File: src/design/csf_pkg.sv
package csf_pkg;

   localparam int CSF_DEPTH     = 32;
   localparam int CSF_TAG_WIDTH = 16;

   localparam int TAG_FIELD_W = 16;
   localparam int STATUS_W    = 3;
   localparam int FILL_W      = 6;
   localparam int WANTED_W    = 2;

   typedef logic [STATUS_W-1:0] status_type;
   typedef logic [WANTED_W-1:0] wanted_type;

   localparam logic OP_APPEND = 1'b0;
   localparam logic OP_REMOVE = 1'b1;

   localparam logic CLS_DOG = 1'b0;
   localparam logic CLS_CAT = 1'b1;

   localparam wanted_type WANT_ANY = 2'd0;
   localparam wanted_type WANT_DOG = 2'd1;
   localparam wanted_type WANT_CAT = 2'd2;

   localparam status_type ST_ADDED   = 3'd0;
   localparam status_type ST_REMOVED = 3'd1;
   localparam status_type ST_EMPTY   = 3'd2;
   localparam status_type ST_NOMATCH = 3'd3;
   localparam status_type ST_FULL    = 3'd4;

   // any-class request, and the unused code, match every entry
   function automatic logic class_match(wanted_type wanted, logic cls);
      logic hit;
      case (wanted)
         WANT_DOG: hit = (cls == CLS_DOG);
         WANT_CAT: hit = (cls == CLS_CAT);
         default:  hit = 1'b1;
      endcase
      return hit;
   endfunction

endpackage

File: src/design/csf_if.sv
interface csf_req_if
   import csf_pkg::*;
();
   logic                   valid;
   logic                   ready;
   logic                   op;
   logic                   entry_class;
   logic [TAG_FIELD_W-1:0] entry_tag;
   wanted_type             wanted;

   modport source (output valid, output op, output entry_class, output entry_tag,
                   output wanted, input ready);
   modport sink   (input valid, input op, input entry_class, input entry_tag,
                   input wanted, output ready);
endinterface

interface csf_rsp_if
   import csf_pkg::*;
();
   logic                   valid;
   logic                   ready;
   status_type             status;
   logic [TAG_FIELD_W-1:0] out_tag;
   logic                   out_class;
   logic [FILL_W-1:0]      fill;

   modport source (output valid, output status, output out_tag, output out_class,
                   output fill, input ready);
   modport sink   (input valid, input status, input out_tag, input out_class,
                   input fill, output ready);
endinterface

File: src/design/class_selective_fifo.sv
// Ordered store of class-tagged words with class-selective removal.
// req_bus carries one request word: op selects append (tag and class go to the
// tail) or remove (the oldest entry of any class, the oldest dog, or the
// oldest cat leaves and later entries close the gap in order).
// rsp_bus returns exactly one result word per request: status, removed tag and
// class (zero unless removed) and the fill level after the request.
// Sequence, with the entry memory read through an output register:
//   append, empty remove, full append: straight from accept to finish.
//   remove with n entries held: a hit or no match takes equally long;
//   a hit at position h scans h + 1 entries, one per cycle, then closes
//   the gap one slot per cycle for the n - h - 1 later entries.
// One request is in flight at a time; req_bus.ready is high only when idle.
// Ready rises together with rsp valid, so the next request can be
// accepted while that result still waits on rsp_bus.
// The result sits in an output register: if rsp_bus stalls, the block holds
// the next result internally and waits for the register to free up.
// Reset (synchronous) empties the store and drops any pending result; the
// entry memory is not cleared, slots above the fill level are never used.
module class_selective_fifo
   import csf_pkg::*;
#(
   parameter int DEPTH     = CSF_DEPTH,
   parameter int TAG_WIDTH = CSF_TAG_WIDTH
) (
   input logic      clock,
   input logic      reset,
   csf_req_if.sink  req_bus,
   csf_rsp_if.source rsp_bus
);

   localparam int IDX_W   = $clog2(DEPTH);
   localparam int CNT_W   = $clog2(DEPTH + 1);
   localparam int STORE_W = (TAG_WIDTH < TAG_FIELD_W) ? TAG_WIDTH : TAG_FIELD_W;
   localparam int ENTRY_W = STORE_W + 1;

   localparam logic [1:0] S_IDLE   = 2'd0;
   localparam logic [1:0] S_SCAN   = 2'd1;
   localparam logic [1:0] S_SHIFT  = 2'd2;
   localparam logic [1:0] S_FINISH = 2'd3;

   logic [ENTRY_W-1:0] mem [DEPTH];
   logic [ENTRY_W-1:0] rd_data_ff;

   logic [1:0]         state_ff,   state_in;
   logic [CNT_W-1:0]   count_ff,   count_in;
   logic [IDX_W-1:0]   idx_ff,     idx_in;
   wanted_type         wanted_ff,  wanted_in;
   status_type         res_st_ff,  res_st_in;
   logic [STORE_W-1:0] res_tag_ff, res_tag_in;
   logic               res_cls_ff, res_cls_in;

   logic                   rsp_valid_ff, rsp_valid_in;
   status_type             rsp_st_ff,    rsp_st_in;
   logic [TAG_FIELD_W-1:0] rsp_tag_ff,   rsp_tag_in;
   logic                   rsp_cls_ff,   rsp_cls_in;
   logic [FILL_W-1:0]      rsp_fill_ff,  rsp_fill_in;

   logic               mem_we;
   logic [IDX_W-1:0]   mem_wa;
   logic [ENTRY_W-1:0] mem_wd;
   logic [IDX_W-1:0]   rd_addr;

   logic               accept;
   logic [CNT_W:0]     idx_p1;
   logic [CNT_W:0]     idx_p2;
   logic [CNT_W:0]     count_ext;

   assign req_bus.ready = (state_ff == S_IDLE);
   assign accept        = req_bus.valid && req_bus.ready;

   assign idx_p1    = (CNT_W + 1)'(idx_ff) + (CNT_W + 1)'(1);
   assign idx_p2    = (CNT_W + 1)'(idx_ff) + (CNT_W + 1)'(2);
   assign count_ext = (CNT_W + 1)'(count_ff);

   always_comb begin
      state_in     = state_ff;
      count_in     = count_ff;
      idx_in       = idx_ff;
      wanted_in    = wanted_ff;
      res_st_in    = res_st_ff;
      res_tag_in   = res_tag_ff;
      res_cls_in   = res_cls_ff;
      rsp_valid_in = rsp_valid_ff && !rsp_bus.ready;
      rsp_st_in    = rsp_st_ff;
      rsp_tag_in   = rsp_tag_ff;
      rsp_cls_in   = rsp_cls_ff;
      rsp_fill_in  = rsp_fill_ff;
      mem_we       = 1'b0;
      mem_wa       = count_ff[IDX_W-1:0];
      mem_wd       = {req_bus.entry_class, req_bus.entry_tag[STORE_W-1:0]};
      rd_addr      = idx_ff;

      case (state_ff)
         S_IDLE: begin
            if (accept) begin
               res_tag_in = '0;
               res_cls_in = 1'b0;
               wanted_in  = req_bus.wanted;
               idx_in     = '0;
               rd_addr    = '0;
               state_in   = S_FINISH;
               if (req_bus.op == OP_APPEND) begin
                  if (count_ext >= (CNT_W + 1)'(DEPTH)) begin
                     res_st_in = ST_FULL;
                  end else begin
                     mem_we    = 1'b1;
                     count_in  = count_ff + CNT_W'(1);
                     res_st_in = ST_ADDED;
                  end
               end else if (count_ff == '0) begin
                  res_st_in = ST_EMPTY;
               end else begin
                  state_in = S_SCAN;
               end
            end
         end
         S_SCAN: begin
            if (class_match(wanted_ff, rd_data_ff[STORE_W])) begin
               res_st_in  = ST_REMOVED;
               res_tag_in = rd_data_ff[STORE_W-1:0];
               res_cls_in = rd_data_ff[STORE_W];
               if (idx_p1 < count_ext) begin
                  // fetch the follower; the hit slot is overwritten next
                  rd_addr  = IDX_W'(idx_p1);
                  state_in = S_SHIFT;
               end else begin
                  count_in = count_ff - CNT_W'(1);
                  state_in = S_FINISH;
               end
            end else if (idx_p1 < count_ext) begin
               rd_addr  = IDX_W'(idx_p1);
               idx_in   = IDX_W'(idx_p1);
            end else begin
               res_st_in = ST_NOMATCH;
               state_in  = S_FINISH;
            end
         end
         S_SHIFT: begin
            // move the follower down one slot
            mem_we = 1'b1;
            mem_wa = idx_ff;
            mem_wd = rd_data_ff;
            idx_in = IDX_W'(idx_p1);
            if (idx_p2 < count_ext) begin
               rd_addr = IDX_W'(idx_p2);
            end else begin
               count_in = count_ff - CNT_W'(1);
               state_in = S_FINISH;
            end
         end
         S_FINISH: begin
            if (!rsp_valid_ff || rsp_bus.ready) begin
               rsp_valid_in = 1'b1;
               rsp_st_in    = res_st_ff;
               rsp_tag_in   = TAG_FIELD_W'(res_tag_ff);
               rsp_cls_in   = res_cls_ff;
               rsp_fill_in  = FILL_W'(count_ff);
               state_in     = S_IDLE;
            end
         end
         default: begin
            state_in = S_IDLE;
         end
      endcase
   end

   always_ff @(posedge clock) begin
      if (mem_we) begin
         mem[mem_wa] <= mem_wd;
      end
      rd_data_ff <= mem[rd_addr];
   end

   always_ff @(posedge clock) begin
      if (reset) begin
         state_ff     <= S_IDLE;
         count_ff     <= '0;
         rsp_valid_ff <= 1'b0;
      end else begin
         state_ff     <= state_in;
         count_ff     <= count_in;
         rsp_valid_ff <= rsp_valid_in;
      end
   end

   always_ff @(posedge clock) begin
      idx_ff      <= idx_in;
      wanted_ff   <= wanted_in;
      res_st_ff   <= res_st_in;
      res_tag_ff  <= res_tag_in;
      res_cls_ff  <= res_cls_in;
      rsp_st_ff   <= rsp_st_in;
      rsp_tag_ff  <= rsp_tag_in;
      rsp_cls_ff  <= rsp_cls_in;
      rsp_fill_ff <= rsp_fill_in;
   end

   assign rsp_bus.valid     = rsp_valid_ff;
   assign rsp_bus.status    = rsp_st_ff;
   assign rsp_bus.out_tag   = rsp_tag_ff;
   assign rsp_bus.out_class = rsp_cls_ff;
   assign rsp_bus.fill      = rsp_fill_ff;

endmodule

File: src/flat_wrapper.sv
// flat-port wrapper written by rule: the top's interface ports become plain ports
module class_selective_fifo_flat import csf_pkg::*;
#(
   parameter int DEPTH     = CSF_DEPTH,
   parameter int TAG_WIDTH = CSF_TAG_WIDTH
)
  (clock, reset, req_bus_valid, req_bus_op, req_bus_entry_class, req_bus_entry_tag, req_bus_wanted, req_bus_ready, rsp_bus_valid, rsp_bus_status, rsp_bus_out_tag, rsp_bus_out_class, rsp_bus_fill, rsp_bus_ready);
  csf_req_if req_bus_i ();
  csf_rsp_if rsp_bus_i ();
  input logic clock;
  input logic reset;
  input wire logic [$bits(req_bus_i.valid)-1:0] req_bus_valid;
  input wire logic [$bits(req_bus_i.op)-1:0] req_bus_op;
  input wire logic [$bits(req_bus_i.entry_class)-1:0] req_bus_entry_class;
  input wire logic [$bits(req_bus_i.entry_tag)-1:0] req_bus_entry_tag;
  input wire logic [$bits(req_bus_i.wanted)-1:0] req_bus_wanted;
  output wire logic [$bits(req_bus_i.ready)-1:0] req_bus_ready;
  output wire logic [$bits(rsp_bus_i.valid)-1:0] rsp_bus_valid;
  output wire logic [$bits(rsp_bus_i.status)-1:0] rsp_bus_status;
  output wire logic [$bits(rsp_bus_i.out_tag)-1:0] rsp_bus_out_tag;
  output wire logic [$bits(rsp_bus_i.out_class)-1:0] rsp_bus_out_class;
  output wire logic [$bits(rsp_bus_i.fill)-1:0] rsp_bus_fill;
  input wire logic [$bits(rsp_bus_i.ready)-1:0] rsp_bus_ready;
  assign req_bus_i.valid = req_bus_valid;
  assign req_bus_i.op = req_bus_op;
  assign req_bus_i.entry_class = req_bus_entry_class;
  assign req_bus_i.entry_tag = req_bus_entry_tag;
  assign req_bus_i.wanted = req_bus_wanted;
  assign req_bus_ready = req_bus_i.ready;
  assign rsp_bus_valid = rsp_bus_i.valid;
  assign rsp_bus_status = rsp_bus_i.status;
  assign rsp_bus_out_tag = rsp_bus_i.out_tag;
  assign rsp_bus_out_class = rsp_bus_i.out_class;
  assign rsp_bus_fill = rsp_bus_i.fill;
  assign rsp_bus_i.ready = rsp_bus_ready;
  class_selective_fifo #(.DEPTH(DEPTH), .TAG_WIDTH(TAG_WIDTH)) u_core (.clock(clock), .reset(reset), .req_bus(req_bus_i), .rsp_bus(rsp_bus_i));
endmodule
File: config.mk
export PLATFORM = sky130hd
export DESIGN_NAME = class_selective_fifo_flat
export DESIGN_NICKNAME = d
export VERILOG_FILES = /design/src/design/csf_pkg.sv /design/src/design/csf_if.sv /design/src/design/class_selective_fifo.sv /design/src/flat_wrapper.sv
export SDC_FILE = /design/constraint.sdc
export NUM_CORES = 1
export LEC_CHECK = 0
export ABC_AREA = 1
export BUFFER_PORTS_ARGS = -buffer_cell sky130_fd_sc_hd__buf_2
export CORE_MARGIN = 3
export CORE_UTILIZATION = 43
export CTS_CLUSTER_DIAMETER = 60
export DETAILED_ROUTE_END_ITERATION = 8
export SLEW_MARGIN = 20
export SYNTH_ARGS = -nofsm -noshare
export SYNTH_HDL_FRONTEND = slang
export SYNTH_SLANG_ARGS = --single-unit
File: constraint.sdc
create_clock -name clock -period 3.8 [get_ports clock]
set_input_delay 0.38 -clock clock [delete_from_list [all_inputs] [get_ports clock]]
set_output_delay 0.38 -clock clock [all_outputs]
set_load 0.02 [all_outputs]
==> metrics.csv <==
stage,metric,value,unit
worst_setup_path,Worst Path Max Fanout,34,
worst_setup_path,Critical Path AT,4.10,ns
final_layout,share of cells above drive strength 1,12.98,%
min_path,Worst Hold Class,in -> reg,
floorplanning,die height,254.1,um
logic_synthesis,post-synthesis register bit count,623,
routing,DRT iter0 DRCs,1752,
floorplanning,Die X,254.1,um
final_layout,nets,2492,
clock_network,Clock transition at path regs,0.06,ns
worst_setup_path,Critical Path Max Stage Delay,0.58,ns
outcome,status,"complete, no violations",
clock_network,clk sinks,623,
routing,DR vias/cell,5.609,
final_layout,Area growth syn-to-layout,15.90,%
final_layout,Filler cells,5233,
logic_synthesis,"Distinct cells, synth",39,
timing,Final Hold Fails,0,
timing,Clock Skews,0.02488,ns
routing,routed len/inst,23.05,um
clock_network,CTS Root Cell,clkbuf_16,
logic_synthesis,Avg Inst Size Synth,11.37,um2
timing,Worst slew margin,52.16,%
routing,Post-DRT Antenna Nets,0,
clock_network,CTS tree,built,
clock_network,CTS H-Tree Depth,3,
logic_synthesis,Syn Inst Count,2328,
final_layout,multi-input logic area,6904,um2
final_layout,Layout Utilization,50.63,%
global_route,GR Util All Layers,23.57,%
timing,min Tclk post-route,3.612,ns
routing,drt drc,0,
placed_design,DP HPWL,45370,um
timing,Pins Over Slew Limit,0,
routing,final WL,75610,um
final_layout,most frequent cells in the layout,"623 x nand3_1, 597 x edfxtp_1, 580 x nand2_1",
global_route,initial antenna violation count,2,
global_route,pin count of the biggest net entering global routing,68,
logic_synthesis,largest family of logic cells by synthesized area,simple AND/OR/NAND/NOR gates,
logic_synthesis,top cell type's share of synthesized area,67.74,%
min_path,Worst Hold Depth,4,
logic_synthesis,Area contributors post-synth,"edfxtp_1 68%, nand3_1 12%, nand2_1 8.3%, dfxtp_1 2.0%, nand3b_1 1.8%",
worst_setup_path,crit path kind,reg -> reg,
timing,worst slew pin tran,0.7167,ns
worst_setup_path,CP startpoint kind,register,
clock_network,total CTS buffers,67,
placed_design,Placer Congestion,0.8771,
clock_network,Longest Clk Path Bufs,3,
worst_setup_path,critical path's slowest cell,edfxtp_1,
placed_design,Port Buffers,51,
routing,DR vias,18398,
global_route,number of global-route vias before repair,17868,
logic_synthesis,post-synthesis compound-gate area fraction,1.362,%
final_layout,"commonest non-fill, non-tap cell in the layout",nand3_1,
floorplanning,# rows,90,
logic_synthesis,sequential fraction of the synthesis area,69.71,%
floorplanning,number of I/O pins,52,
logic_synthesis,Yosys warnings,0,
logic_synthesis,Synth Area in Simple Gates,23.02,%
routing,DRT Pass-1 Iters,8,
worst_setup_path,most frequent CP cell,nand3_1,
timing,"Period Utilization, post-route",95.06,%
timing,# setup viols final,0,
logic_synthesis,Post-Synth XOR/XNOR Area,0.1655,%
floorplanning,Starting Density,43.68,%
worst_setup_path,Worst setup EP type,register,
logic_synthesis,largest area contributor in the netlist,edfxtp_1,
logic_synthesis,post-synthesis mux area share,0,%
logic_synthesis,Post-Syn Area,26460,um2
floorplanning,die outline area,64560,um2
worst_setup_path,Crit path required time,4.29,ns
logic_synthesis,syn_nets,2375,
timing,FMAX,276.8,MHz
floorplanning,Placeable Area,60580,um2
logic_synthesis,Synth Area in Adders,1.116,%
clock_network,latest clock arrival within the worst-skew pair,0.62,ns
global_route,GRT overflow,0,
worst_setup_path,CP Cell Sequence,nand3_1 -> xor2_1 -> inv_1 -> ha_1 -> nand2_1 -> nand2_1 -> a21oi_1 -> nand2_1 -> nand2_1 -> nand3_1 -> nand3_1 -> nand2_4 -> inv_2 -> buf_12 -> buf_12 -> nand3_1 -> nand3_1 -> nand3_1 -> nand3_2 -> nand2_1,
global_route,global-route wire length before repair,113200,um
job,max cap viols,0,
final_layout,FF/Latch Area,18450,um2
worst_setup_path,reg2reg path depth,20,
critical path, delay by kind of cell (launching register included):
family / cells / cell delay (ns)
adders and majority gates: 1 / 0.28
xor gates and xnor gates: 1 / 0.15
AOI/OAI and AO/OA: 1 / 0.24
buffers and inverters: 4 / 0.60
and+or+nand+nor: 13 / 1.58
DFF: 1 / 0.58
per-layer routing:
layer / up-vias / global-route usage (%) / part of all wire, %
met4: 0 / 10.06 / 4.2
li1: 8443 / - / -
met3: 160 / 4.329 / 7.6
met5: - / 0 / 0
met1: 9021 / 31.66 / 41
met2: 774 / 37.82 / 47
synth_stat cells, drive strengths merged:
master   number
o211ai        1
o21ai        22
a21o          1
clkbuf       60
ha           22
xnor2         1
and2          1
nand3       629
buf          88
nand4         4
nand3b       64
inv         130
or2           1
o22ai         2
fa            1
o311ai        1
and3          2
a21oi        26
a211oi        1
o31ai         2
dfxtp        26
nor2         47
xor2          4
a31oi         5
edfxtp      597
clkinv        1
o2111ai       1
nor3          2
nand2       586
per-stage QoR:
stage / instance area [um2] / instances / setup TNS (ns) / worst slack [ns] / hold WS (ns)
after floorplan: 26460 / 2328 / 0 / 0.8652 / 0.4003
after global placement: 28390 / 3148 / 0 / 0.1251 / 0.4004
after detailed placement: 28390 / 3148 / 0 / 0.1033 / 0.4045
after CTS: 30540 / 3272 / 0 / 0.08011 / 0.05087
after global routing: 30670 / 3279 / -0.04556 / -0.02967 / 0.08679
final: 30670 / 3280 / 0 / 0.1878 / 0.08189
final timing paths:
check	start	end	slack (ns)
worst max-delay path	u_core.idx_ff[3]	u_core.rd_data_ff[3]	0.19
worst min-delay path	rsp_bus_ready	u_core.rsp_bus.valid	0.08
worst max register to register	u_core.idx_ff[3]	u_core.rd_data_ff[3]	0.19
worst min register to register	u_core.res_tag_ff[1]	u_core.rsp_bus.out_tag[1]	0.42
cell type report:
cell class | instances | area share (%)
Antenna cell | 1 | 0.008158
Clock inverter | 35 | 0.9994
Timing Repair Buffer | 195 | 5.605
Sequential cell | 623 | 60.14
Multi-Input combinational cell | 1427 | 22.51
Tap cell | 782 | 3.190
Inverter | 131 | 1.611
Clock buffer | 86 | 5.935
state kept, by name, summed over array words and instances (netlist names), 3 cells and up:
signal and count:
u_core.res_st_ff 3, u_core.rsp_bus.fill 6, u_core.mem 544, u_core.count_ff 6
u_core.idx_ff 5, u_core.rsp_bus.out_tag 16, u_core.rsp_bus.status 3, u_core.res_tag_ff 16
u_core.rd_data_ff 17
cell families (layout without fill, tap and decap cells):
logic type / Yosys count / after routing
simple gates: 1336 / 1337
buf+inv: 279 / 447
other cells: 0 / 1
xor+xnor: 5 / 5
flops: 623 / 623
compound gates: 62 / 62
fa+ha+maj: 23 / 23
what timing repair did:
| item | 4_1_cts | 5_1_grt |
|---|---|---|
| gates resized for setup | 0 | 9 |
| endpoints found under the hold margin | 6 | 0 |
| setup endpoints to repair | 0 | 12 |
| setup buffers | 0 | 6 |
| hold buffers | 3 | 0 |
Power is left out: the tool's default activity adds up to more than one toggle a clock period on the data nets, which glitch-free logic cannot reach.
